--- src/sv/drs_pkg.sv ---
// Shared types and codes for the debounced rebuild scheduler.
package drs_pkg;

  localparam int unsigned DefTableEntries = 16;
  localparam int unsigned DefQueueDepth   = 8;
  localparam int unsigned MaxResults      = 16;
  localparam int unsigned ResW            = $clog2(MaxResults + 1);
  localparam logic [15:0] DebounceReset   = 16'd200;

  localparam logic [2:0] OP_OBSERVE = 3'd0;
  localparam logic [2:0] OP_SWEEP   = 3'd1;
  localparam logic [2:0] OP_RETURN  = 3'd2;
  localparam logic [2:0] OP_POP     = 3'd3;
  localparam logic [2:0] OP_FORGET  = 3'd4;

  localparam logic [2:0] KIND_DONE      = 3'd0;
  localparam logic [2:0] KIND_QUEUED    = 3'd1;
  localparam logic [2:0] KIND_COALESCED = 3'd2;
  localparam logic [2:0] KIND_DROPPED   = 3'd3;
  localparam logic [2:0] KIND_FULL      = 3'd4;
  localparam logic [2:0] KIND_POPPED    = 3'd5;
  localparam logic [2:0] KIND_EMPTY     = 3'd6;

  localparam logic [1:0] MODE_IDLE       = 2'd0;
  localparam logic [1:0] MODE_WAITING    = 2'd1;
  localparam logic [1:0] MODE_DISPATCHED = 2'd2;

  typedef struct packed {
    logic [2:0]  operation;
    logic [31:0] watch_id;
    logic [7:0]  dirty_gen;
    logic [31:0] now_ms;
    logic [31:0] edit_epoch;
  } req_t;

  typedef struct packed {
    logic [2:0]  event_kind;
    logic [31:0] result_id;
    logic        last_result;
    logic [4:0]  pending_count;
    logic [4:0]  tracked_count;
    logic [3:0]  queued_count;
    logic [31:0] scheduled_total;
  } rsp_t;

  typedef struct packed {
    logic [31:0] id;
    logic [1:0]  mode;
    logic [7:0]  generation;
    logic [31:0] edit_time;
    logic        redirty;
  } entry_t;

  typedef struct packed {
    logic push;
    logic pop;
  } q_ctl_t;

endpackage

--- src/sv/drs_job_fifo.sv ---
// Circular job queue with a registered read port for the coalescing search and for pop.
module drs_job_fifo import drs_pkg::*; #(
  parameter int unsigned QueueDepth = DefQueueDepth,
  localparam int unsigned QIdxW = (QueueDepth > 1) ? $clog2(QueueDepth) : 1,
  localparam int unsigned QCntW = $clog2(QueueDepth + 1)
) (
  input  logic             clk_i,
  input  logic             rst_ni,
  input  q_ctl_t           ctl_i,
  input  logic [31:0]      push_id_i,
  input  logic [QIdxW-1:0] rd_addr_i,
  output logic [31:0]      rd_id_o,
  output logic [QIdxW-1:0] head_o,
  output logic [QCntW-1:0] fill_o
);

  localparam logic [QIdxW-1:0] LastIdx = QIdxW'(QueueDepth - 1);

  logic [31:0]      mem [QueueDepth];
  logic [QIdxW-1:0] head_q, head_d, tail_q, tail_d;
  logic [QCntW-1:0] fill_q, fill_d;
  logic [31:0]      rd_q;

  function automatic logic [QIdxW-1:0] wrap_inc(input logic [QIdxW-1:0] p);
    return (p == LastIdx) ? '0 : p + 1'b1;
  endfunction

  always_comb begin
    head_d = ctl_i.pop  ? wrap_inc(head_q) : head_q;
    tail_d = ctl_i.push ? wrap_inc(tail_q) : tail_q;
    fill_d = fill_q + QCntW'(ctl_i.push) - QCntW'(ctl_i.pop);
  end

  always_ff @(posedge clk_i or negedge rst_ni) begin
    if (!rst_ni) begin
      head_q <= '0;
      tail_q <= '0;
      fill_q <= '0;
    end else begin
      head_q <= head_d;
      tail_q <= tail_d;
      fill_q <= fill_d;
    end
  end

  always_ff @(posedge clk_i) begin
    if (ctl_i.push) begin
      mem[tail_q] <= push_id_i;
    end
    rd_q <= mem[rd_addr_i];
  end

  assign rd_id_o = rd_q;
  assign head_o  = head_q;
  assign fill_o  = fill_q;

endmodule

--- src/sv/debounced_rebuild_scheduler.sv ---
// Top level of the debounced rebuild scheduler: watch table, sequencer and result port.
// The block keeps an insertion-ordered watch table and a coalescing job queue and
// handles one request at a time; in_stall_o is low only while the sequencer is idle.
// Observe (with a nonzero dirty_gen), return, forget and sweep walk the table one
// entry at a time (registered memory read, then compare); pop reads the queue head,
// then pops it. Forget also shifts every later entry down to close the gap. A sweep
// checks each table entry and, for each entry it dispatches, compares the queued
// jobs against it before queuing, coalescing or dropping the job. A result waits in
// an output register, and a sweep keeps one result back so that it can mark the
// final one. Table and queue contents need no clearing after reset: fill counts mark
// what is live, so the block takes requests from the first cycle after reset.
module debounced_rebuild_scheduler import drs_pkg::*; #(
  parameter int unsigned TableEntries = DefTableEntries,
  parameter int unsigned QueueDepth   = DefQueueDepth
) (
  input  logic        clk_i,
  input  logic        rst_ni,
  input  logic        cfg_we_i,
  input  logic [15:0] cfg_wdata_i,
  input  logic        in_valid_i,
  output logic        in_stall_o,
  input  req_t        in_req_i,
  output logic        out_valid_o,
  input  logic        out_stall_i,
  output rsp_t        out_rsp_o
);

  localparam int unsigned IdxW  = (TableEntries > 1) ? $clog2(TableEntries) : 1;
  localparam int unsigned CntW  = $clog2(TableEntries + 1);
  localparam int unsigned QIdxW = (QueueDepth > 1) ? $clog2(QueueDepth) : 1;
  localparam int unsigned QCntW = $clog2(QueueDepth + 1);
  localparam logic [QIdxW-1:0] QLast = QIdxW'(QueueDepth - 1);

  typedef enum logic [3:0] {
    ST_IDLE, ST_LK_RD, ST_LK_EV, ST_FG_RD, ST_FG_WR, ST_SW_RD, ST_SW_EV,
    ST_QS_RD, ST_QS_EV, ST_SW_DO, ST_SW_END, ST_POP_RD, ST_POP_EV, ST_EMIT
  } state_e;

  state_e           state_q, state_d;
  req_t             req_q, req_d;
  logic [CntW-1:0]  idx_q, idx_d;
  logic [CntW-1:0]  tracked_q, tracked_d;
  logic [CntW-1:0]  pending_q, pending_d;
  logic [QCntW-1:0] qi_q, qi_d;
  logic [QIdxW-1:0] qptr_q, qptr_d;
  logic [ResW-1:0]  nres_q, nres_d;
  logic             bnd_q, bnd_d;
  logic [2:0]       kind_q, kind_d;
  logic [31:0]      eid_q, eid_d;
  rsp_t             hold_q, hold_d;
  logic             hold_v_q, hold_v_d;
  rsp_t             out_q, out_d;
  logic             out_v_q, out_v_d;
  logic [31:0]      sched_q, sched_d;
  logic [31:0]      saved_q, saved_d;
  logic             known_q, known_d;
  logic [15:0]      debounce_q;

  // watch table storage
  entry_t           tbl_mem [TableEntries];
  entry_t           tbl_rd_q;
  logic [IdxW-1:0]  tbl_ra;
  logic             tbl_we;
  logic [IdxW-1:0]  tbl_wa;
  entry_t           tbl_wd;

  // job queue
  q_ctl_t           q_ctl;
  logic [31:0]      q_rd;
  logic [QIdxW-1:0] q_head;
  logic [QCntW-1:0] q_fill;
  logic [QCntW-1:0] q_fill_nx;

  logic             can_emit;
  logic [31:0]      diff;
  logic             quiet;
  logic             hit;
  logic [CntW-1:0]  idx_inc;
  rsp_t             cur;
  logic [2:0]       cur_kind;
  logic [31:0]      cur_id;

  drs_job_fifo #(.QueueDepth(QueueDepth)) u_fifo (
    .clk_i     (clk_i),
    .rst_ni    (rst_ni),
    .ctl_i     (q_ctl),
    .push_id_i (tbl_rd_q.id),
    .rd_addr_i (qptr_q),
    .rd_id_o   (q_rd),
    .head_o    (q_head),
    .fill_o    (q_fill)
  );

  assign can_emit   = !out_v_q || !out_stall_i;
  assign in_stall_o = (state_q != ST_IDLE);
  assign idx_inc    = idx_q + 1'b1;
  // forget shifts pull the next entry down; everything else reads the walk index
  assign tbl_ra     = (state_q == ST_FG_RD) ? idx_inc[IdxW-1:0] : idx_q[IdxW-1:0];
  assign diff       = req_q.now_ms - tbl_rd_q.edit_time;
  assign quiet      = !diff[31] && (diff >= {16'b0, debounce_q});
  assign hit        = (tbl_rd_q.id == req_q.watch_id);
  assign q_fill_nx  = q_fill + QCntW'(q_ctl.push) - QCntW'(q_ctl.pop);

  always_comb begin
    state_d   = state_q;
    req_d     = req_q;
    idx_d     = idx_q;
    tracked_d = tracked_q;
    pending_d = pending_q;
    qi_d      = qi_q;
    qptr_d    = qptr_q;
    nres_d    = nres_q;
    bnd_d     = bnd_q;
    kind_d    = kind_q;
    eid_d     = eid_q;
    hold_d    = hold_q;
    hold_v_d  = hold_v_q;
    out_d     = out_q;
    out_v_d   = out_v_q && out_stall_i;
    sched_d   = sched_q;
    saved_d   = saved_q;
    known_d   = known_q;
    tbl_we    = 1'b0;
    tbl_wa    = idx_q[IdxW-1:0];
    tbl_wd    = tbl_rd_q;
    q_ctl     = '0;
    cur_kind  = kind_q;
    cur_id    = eid_q;

    unique case (state_q)
      ST_IDLE: begin
        if (in_valid_i) begin
          req_d  = in_req_i;
          idx_d  = '0;
          eid_d  = '0;
          kind_d = KIND_DONE;
          case (in_req_i.operation) inside
            OP_OBSERVE: begin
              state_d = (in_req_i.dirty_gen == 8'd0) ? ST_EMIT : ST_LK_RD;
            end
            OP_RETURN, OP_FORGET: begin
              state_d = ST_LK_RD;
            end
            OP_SWEEP: begin
              bnd_d    = known_q && (in_req_i.edit_epoch != saved_q);
              saved_d  = in_req_i.edit_epoch;
              known_d  = 1'b1;
              nres_d   = '0;
              hold_v_d = 1'b0;
              state_d  = ST_SW_RD;
            end
            OP_POP: begin
              if (q_fill == '0) begin
                kind_d  = KIND_EMPTY;
                state_d = ST_EMIT;
              end else begin
                qptr_d  = q_head;
                state_d = ST_POP_RD;
              end
            end
            default: state_d = ST_EMIT;
          endcase
        end
      end

      ST_LK_RD: begin
        if (idx_q >= tracked_q) begin
          // id not in the table
          state_d = ST_EMIT;
          if (req_q.operation == OP_OBSERVE) begin
            if (tracked_q >= CntW'(TableEntries)) begin
              kind_d = KIND_FULL;
              eid_d  = req_q.watch_id;
            end else begin
              tbl_we    = 1'b1;
              tbl_wa    = tracked_q[IdxW-1:0];
              tbl_wd    = '{id: req_q.watch_id, mode: MODE_WAITING,
                            generation: req_q.dirty_gen,
                            edit_time: req_q.now_ms, redirty: 1'b0};
              tracked_d = tracked_q + 1'b1;
              pending_d = pending_q + 1'b1;
            end
          end
        end else begin
          state_d = ST_LK_EV;
        end
      end

      ST_LK_EV: begin
        if (!hit) begin
          idx_d   = idx_inc;
          state_d = ST_LK_RD;
        end else begin
          state_d = ST_EMIT;
          case (req_q.operation)
            OP_OBSERVE: begin
              tbl_we = 1'b1;
              if (tbl_rd_q.mode == MODE_IDLE) begin
                tbl_wd.mode       = MODE_WAITING;
                tbl_wd.edit_time  = req_q.now_ms;
                tbl_wd.generation = req_q.dirty_gen;
                pending_d         = pending_q + 1'b1;
              end else if (tbl_rd_q.mode == MODE_WAITING) begin
                if (tbl_rd_q.generation != req_q.dirty_gen) begin
                  tbl_wd.edit_time  = req_q.now_ms;
                  tbl_wd.generation = req_q.dirty_gen;
                end
              end else begin
                tbl_wd.redirty    = 1'b1;
                tbl_wd.generation = req_q.dirty_gen;
              end
            end
            OP_RETURN: begin
              tbl_we = 1'b1;
              if (tbl_rd_q.redirty) begin
                tbl_wd.redirty   = 1'b0;
                tbl_wd.edit_time = req_q.now_ms;
                tbl_wd.mode      = MODE_WAITING;
                if (tbl_rd_q.mode != MODE_WAITING) begin
                  pending_d = pending_q + 1'b1;
                end
              end else begin
                tbl_wd.mode = MODE_IDLE;
                if (tbl_rd_q.mode == MODE_WAITING) begin
                  pending_d = pending_q - 1'b1;
                end
              end
            end
            default: begin
              // forget: drop the entry unless its job is out
              if (tbl_rd_q.mode != MODE_DISPATCHED) begin
                if (tbl_rd_q.mode == MODE_WAITING) begin
                  pending_d = pending_q - 1'b1;
                end
                tracked_d = tracked_q - 1'b1;
                state_d   = ST_FG_RD;
              end
            end
          endcase
        end
      end

      ST_FG_RD: begin
        state_d = (idx_q >= tracked_q) ? ST_EMIT : ST_FG_WR;
      end

      ST_FG_WR: begin
        tbl_we  = 1'b1;
        idx_d   = idx_inc;
        state_d = ST_FG_RD;
      end

      ST_SW_RD: begin
        if (idx_q >= tracked_q || nres_q == ResW'(MaxResults)) begin
          state_d = ST_SW_END;
        end else begin
          state_d = ST_SW_EV;
        end
      end

      ST_SW_EV: begin
        if (tbl_rd_q.mode == MODE_WAITING && (bnd_q || quiet)) begin
          qi_d    = '0;
          qptr_d  = q_head;
          state_d = ST_QS_RD;
        end else begin
          idx_d   = idx_inc;
          state_d = ST_SW_RD;
        end
      end

      ST_QS_RD: begin
        if (qi_q >= q_fill) begin
          kind_d  = (q_fill >= QCntW'(QueueDepth)) ? KIND_DROPPED : KIND_QUEUED;
          state_d = ST_SW_DO;
        end else begin
          state_d = ST_QS_EV;
        end
      end

      ST_QS_EV: begin
        if (q_rd == tbl_rd_q.id) begin
          kind_d  = KIND_COALESCED;
          state_d = ST_SW_DO;
        end else begin
          qi_d    = qi_q + 1'b1;
          qptr_d  = (qptr_q == QLast) ? '0 : qptr_q + 1'b1;
          state_d = ST_QS_RD;
        end
      end

      ST_SW_DO: begin
        if (!hold_v_q || can_emit) begin
          if (hold_v_q) begin
            out_d   = hold_q;
            out_v_d = 1'b1;
          end
          tbl_we      = 1'b1;
          tbl_wd.mode = MODE_DISPATCHED;
          pending_d   = pending_q - 1'b1;
          if (kind_q == KIND_QUEUED) begin
            q_ctl.push = 1'b1;
            sched_d    = sched_q + 1'b1;
          end
          cur_id   = tbl_rd_q.id;
          hold_v_d = 1'b1;
          nres_d   = nres_q + 1'b1;
          idx_d    = idx_inc;
          state_d  = ST_SW_RD;
        end
      end

      ST_SW_END: begin
        if (can_emit) begin
          cur_kind = KIND_DONE;
          cur_id   = '0;
          out_v_d  = 1'b1;
          state_d  = ST_IDLE;
        end
      end

      ST_POP_RD: begin
        state_d = ST_POP_EV;
      end

      ST_POP_EV: begin
        q_ctl.pop = 1'b1;
        kind_d    = KIND_POPPED;
        eid_d     = q_rd;
        state_d   = ST_EMIT;
      end

      ST_EMIT: begin
        if (can_emit) begin
          out_v_d = 1'b1;
          state_d = ST_IDLE;
        end
      end

      default: state_d = ST_IDLE;
    endcase

    // result snapshot: counts as they stand after this cycle's action
    cur = '{event_kind: cur_kind, result_id: cur_id, last_result: 1'b1,
            pending_count: 5'(pending_d), tracked_count: 5'(tracked_d),
            queued_count: 4'(q_fill_nx), scheduled_total: sched_d};

    if (state_q == ST_EMIT && can_emit) begin
      out_d = cur;
    end
    if (state_q == ST_SW_END && can_emit) begin
      out_d = cur;
      if (hold_v_q) begin
        out_d = hold_q;
        out_d.last_result = 1'b1;
      end
    end
    if (state_q == ST_SW_DO && (!hold_v_q || can_emit)) begin
      hold_d = cur;
      hold_d.last_result = 1'b0;
    end
  end

  always_ff @(posedge clk_i or negedge rst_ni) begin
    if (!rst_ni) begin
      state_q    <= ST_IDLE;
      idx_q      <= '0;
      tracked_q  <= '0;
      pending_q  <= '0;
      qi_q       <= '0;
      qptr_q     <= '0;
      nres_q     <= '0;
      bnd_q      <= 1'b0;
      kind_q     <= KIND_DONE;
      hold_v_q   <= 1'b0;
      out_v_q    <= 1'b0;
      sched_q    <= '0;
      saved_q    <= '0;
      known_q    <= 1'b0;
      debounce_q <= DebounceReset;
    end else begin
      state_q   <= state_d;
      idx_q     <= idx_d;
      tracked_q <= tracked_d;
      pending_q <= pending_d;
      qi_q      <= qi_d;
      qptr_q    <= qptr_d;
      nres_q    <= nres_d;
      bnd_q     <= bnd_d;
      kind_q    <= kind_d;
      hold_v_q  <= hold_v_d;
      out_v_q   <= out_v_d;
      sched_q   <= sched_d;
      saved_q   <= saved_d;
      known_q   <= known_d;
      if (cfg_we_i) begin
        debounce_q <= cfg_wdata_i;
      end
    end
  end

  // payload registers
  always_ff @(posedge clk_i) begin
    req_q  <= req_d;
    eid_q  <= eid_d;
    hold_q <= hold_d;
    out_q  <= out_d;
  end

  always_ff @(posedge clk_i) begin
    if (tbl_we) begin
      tbl_mem[tbl_wa] <= tbl_wd;
    end
    tbl_rd_q <= tbl_mem[tbl_ra];
  end

  assign out_valid_o = out_v_q;
  assign out_rsp_o   = out_q;

  a_pending_le_tracked: assert property (@(posedge clk_i) disable iff (!rst_ni)
    pending_q <= tracked_q)
    else $error("more waiting entries than table entries");

  a_tracked_bound: assert property (@(posedge clk_i) disable iff (!rst_ni)
    tracked_q <= CntW'(TableEntries))
    else $error("table count beyond capacity");

  a_push_not_full: assert property (@(posedge clk_i) disable iff (!rst_ni)
    q_ctl.push |-> q_fill < QCntW'(QueueDepth))
    else $error("push into a full job queue");

  a_pop_not_empty: assert property (@(posedge clk_i) disable iff (!rst_ni)
    q_ctl.pop |-> q_fill != '0)
    else $error("pop from an empty job queue");

endmodule

--- config.mk ---
export PLATFORM = sky130hd
export DESIGN_NAME = debounced_rebuild_scheduler
export DESIGN_NICKNAME = d
export VERILOG_FILES = /design/src/sv/drs_pkg.sv /design/src/sv/drs_job_fifo.sv /design/src/sv/debounced_rebuild_scheduler.sv
export SDC_FILE = /design/constraint.sdc
export NUM_CORES = 2
export LEC_CHECK = 0
export ABC_AREA = 1
export BUFFER_PORTS_ARGS = -buffer_cell sky130_fd_sc_hd__buf_2
export CAP_MARGIN = 20
export CORE_UTILIZATION = 55
export DETAILED_ROUTE_END_ITERATION = 16
export PLACE_DENSITY = 0.68
export SETUP_SLACK_MARGIN = 0.02
export SLEW_MARGIN = 20
export SYNTH_ARGS = -nofsm -noshare
export SYNTH_HDL_FRONTEND = slang
export SYNTH_SLANG_ARGS = --single-unit
--- constraint.sdc ---
create_clock -name clk_i -period 9.2 [get_ports clk_i]
set_input_delay 0.92 -clock clk_i [delete_from_list [all_inputs] [get_ports clk_i]]
set_output_delay 0.92 -clock clk_i [all_outputs]
set_load 0.05 [all_outputs]
==> flow_metrics.py <==
metrics = {
    "outcome": {
        "status": "finished clean",
    },
    "setup_path": {
        "worstPathArrival_ns": 5.47,
        "path_class": "reg -> reg",
        "regToRegSetupSlack_ns": 4.16,
        "worst_setup_path_start_kind": "flip-flop",
        "cp_max_fo": 47,
        "worstSetupEndpointType": "flip-flop",
        "required_ns": 9.63,
    },
    "power": {
        "ir_drop_mv": 0.227,
        "p_leak_nw": 32.7,
        "pwr_density_cell_nw_per_um2": 338,
        "power_mw": 30.8,
    },
    "cts": {
        "root_buffer": "clkbuf_16",
        "clk_pin_slew_worst_paths_ns": 0.06,
        "ctsHoldBuffers": 0,
        "htree_levels": 4,
        "tritoncts": "yes",
        "cts_buffer_depth": 3,
        "cts-buffers-inserted": 193,
        "post_cts_buffers": 0,
        "clk_latency_ns": 0.83,
        "cts_resized": 0,
        "clock-sinks": 1961,
    },
    "cells_and_area": {
        "final_nets": 7216,
        "drive_gt1_share_pct": 10.2,
        "area_growth_pct": 11.7,
        "fillers": 11000,
        "utilization_pct": 62.1,
    },
    "synthesis": {
        "synth_flop_cell": "edfxtp_1",
        "synth-edff-count": 1726,
        "synth.yosys.seq_area_share_pct": 70.3,
        "synth_top_area_cell": "edfxtp_1",
        "synth_seq_cells": 1961,
        "netlist_instances": 6853,
        "synth_top_area_share_pct": 63.7,
        "yosys-top-cells-area": "edfxtp_1, o21ai_0, nor2_1",
        "syn_area_um2": 81400,
        "syn-mean-instance-area_um2": 11.9,
        "ys_warn_count": 0,
        "synthArstFlopShare_pct": 6.53,
        "synth.distinct_cells": 60,
        "syn_nets": 7060,
    },
    "floorplanning": {
        "io_pins": 212,
        "rows": 140,
        "die_w_um": 387,
        "coreArea_um2": 146000,
        "dieArea_um2": 150000,
        "initial_core_util_pct": 55.6,
        "die_height_um": 387,
    },
    "sta": {
        "post-route-period-util_pct": 54.8,
        "setup_violations": 0,
        "finalHoldViolCount": 0,
        "finalCriticalPeriod_ns": 5.04,
        "slew_viol_final": 0,
        "worst_slew_pin_slew_ns": 1.36,
        "max_freq_ghz": 0.199,
        "fin_setup_tns_ns": 0,
        "slew_headroom_pct": 9.46,
        "rsz0062_at_grt": "false",
        "skew_ns": 0.0281,
    },
    "global_routing": {
        "grtUsageTotal_pct": 28.9,
        "grt_max_degree": 239,
        "antenna_found_initial": 1,
        "grt_pass1_vias": 53000,
        "grt_first_pass_wirelength_mm": 327,
        "grt.overflow.total": 0,
    },
    "drt": {
        "ant_nets": 0,
        "drc": 0,
        "viasPerCell": 6.07,
        "dr.pass1.iters": 7,
        "wl_per_cell_um": 24.1,
        "drt_iter0_drc": 6058,
        "totalWireLength_mm": 219,
        "vias": 55200,
    },
    "place": {
        "routabilityCongestion": 0.896,
        "hpwl_mm": 127,
        "place.port_buffers": 211,
    },
    "min_path": {
        "hold_class": "in -> async",
    },
    "flow_run": {
        "cap_violations": 0,
    },
}
==> metal layers <==
layer  wire, um  track usage (%)  vias to the layer above  share of wire, %
met3      17000             3.92                      441               7.8
met5          0                0                        -                 0
met2     104000             46.7                     2586                47
li1           -                -                    25000                 -
met4       9260             12.3                        0               4.2
met1      89000             39.5                    27200                41
==> power breakdown <==
part	total (mW)	internal (mW)	leakage [nW]	switching (mW)
combinational	10.1	2.67	11.6	7.42
sequential	13.0	12.3	18.1	0.728
clock	7.67	4.35	3.00	3.32
total	30.8	19.3	32.7	11.5
==> layout make-up <==
class / instances / area [um2] / area share (%)
Tap cell: 1917 / 2400 / 2.64
Multi-Input combinational cell: 4064 / 21300 / 23.5
Inverter: 453 / 1770 / 1.94
Clock buffer: 266 / 5270 / 5.79
Timing Repair Buffer: 336 / 2080 / 2.29
Sequential cell: 1961 / 57200 / 62.9
Clock inverter: 98 / 872 / 0.959
Antenna cell: 2 / 5.00 / 0.00551
==> Yosys cell counts, types with 20 or more instances <==
cell type	instances
a21oi_1	64
clkbuf_1	319
buf_1	21
nor2_1	1094
nand2_1	782
o211ai_1	113
nand3_1	196
a31oi_1	47
xnor2_1	66
nor3_1	44
edfxtp_1	1726
o21ai_0	943
dfrtp_1	125
o22ai_1	138
or2_2	20
nand4_1	48
ha_1	77
dfxtp_1	107
o221ai_1	262
xor2_1	58
buf_2	32
inv_1	434
==> kinds of logic (layout without fill, tap and decap cells) <==
kind of cell | after synthesis | after routing | share of synthesized area [%]
AOI/OAI and AO/OA | 1606 | 1606 | 11.9
xor gates and xnor gates | 125 | 125 | 1.35
adders and majority gates | 79 | 79 | 1.23
buffers and inverters | 828 | 1153 | 3.89
DFF | 1961 | 1961 | 70.3
muxes | 18 | 18 | 0.223
other | 0 | 2 | 0
and+or+nand+nor | 2236 | 2236 | 11.2
==> critical path: stages, from the launching register on <==
cell       delay, ns
dfxtp_1         0.67
xor2_1          0.14
nor3_1          0.23
nand4_1         0.18
nor2_1          0.38
nand2_1         0.45
nor2_1          0.20
buf_4           0.32
nand2_1         0.09
o2111ai_1       0.22
nand3_1         0.14
inv_1           0.15
nand2_1         0.11
inv_4           0.46
buf_4           0.75
==> per-stage QoR <==
stage	hold WS, ns	instance area, um2	instances	setup WS, ns
floorplan	0.440	81400	6853	1.31
global placement	0.452	84600	8724	4.14
detailed placement	0.476	84600	8725	4.23
CTS	0.157	90800	9089	4.22
global route	0.200	90900	9095	3.97
finish	0.162	90900	9097	4.16
==> flip-flops by register name, summed over array words and instances (netlist names), 3 cells and up <==
register	cells
tbl_mem	1200
u_fifo.mem	256
out_rsp_o	82
hold_q	81
req_q	75
tbl_rd_q	75
eid_q	32
saved_q	32
sched_q	32
u_fifo.rd_id_o	32
debounce_q	16
idx_q	5
nres_q	5
pending_q	5
tracked_q	5
qi_q	4
state_q	4
u_fifo.fill_o	4
kind_q	3
qptr_q	3
u_fifo.head_o	3
u_fifo.tail_q	3
==> layout by cell type (no fill, tap or decap), types with 15 or more instances in the layout <==
cell / instances
clkbuf_1: 60
xor2_1: 58
clkinv_1: 42
a31oi_1: 46
dfrtp_1: 123
xnor2_1: 66
clkinv_2: 32
nand4_1: 48
ha_1: 77
inv_1: 416
nand3_1: 196
buf_4: 114
dfxtp_1: 107
mux2i_1: 17
edfxtp_1: 1726
o21ai_0: 933
nor2_1: 1086
buf_2: 211
inv_4: 15
o211ai_1: 113
o22ai_1: 138
clkbuf_16: 196
or2_2: 20
o221ai_1: 251
nor3_1: 33
nand2_1: 780
a21oi_1: 63
==> final timing paths <==
path,start,to,cells after the start
hold / removal,rst_ni,saved_q[29],1
max in group asynchronous,rst_ni,qptr_q[0],2
setup reg to reg,tbl_rd_q[65],tbl_mem[12][68],14
setup / recovery,tbl_rd_q[65],tbl_mem[12][68],14
hold reg to reg,known_q,known_q,1
min in group clk_i,in_req_i[63],req_q[63],1
Power figures use the tool's default switching activity.
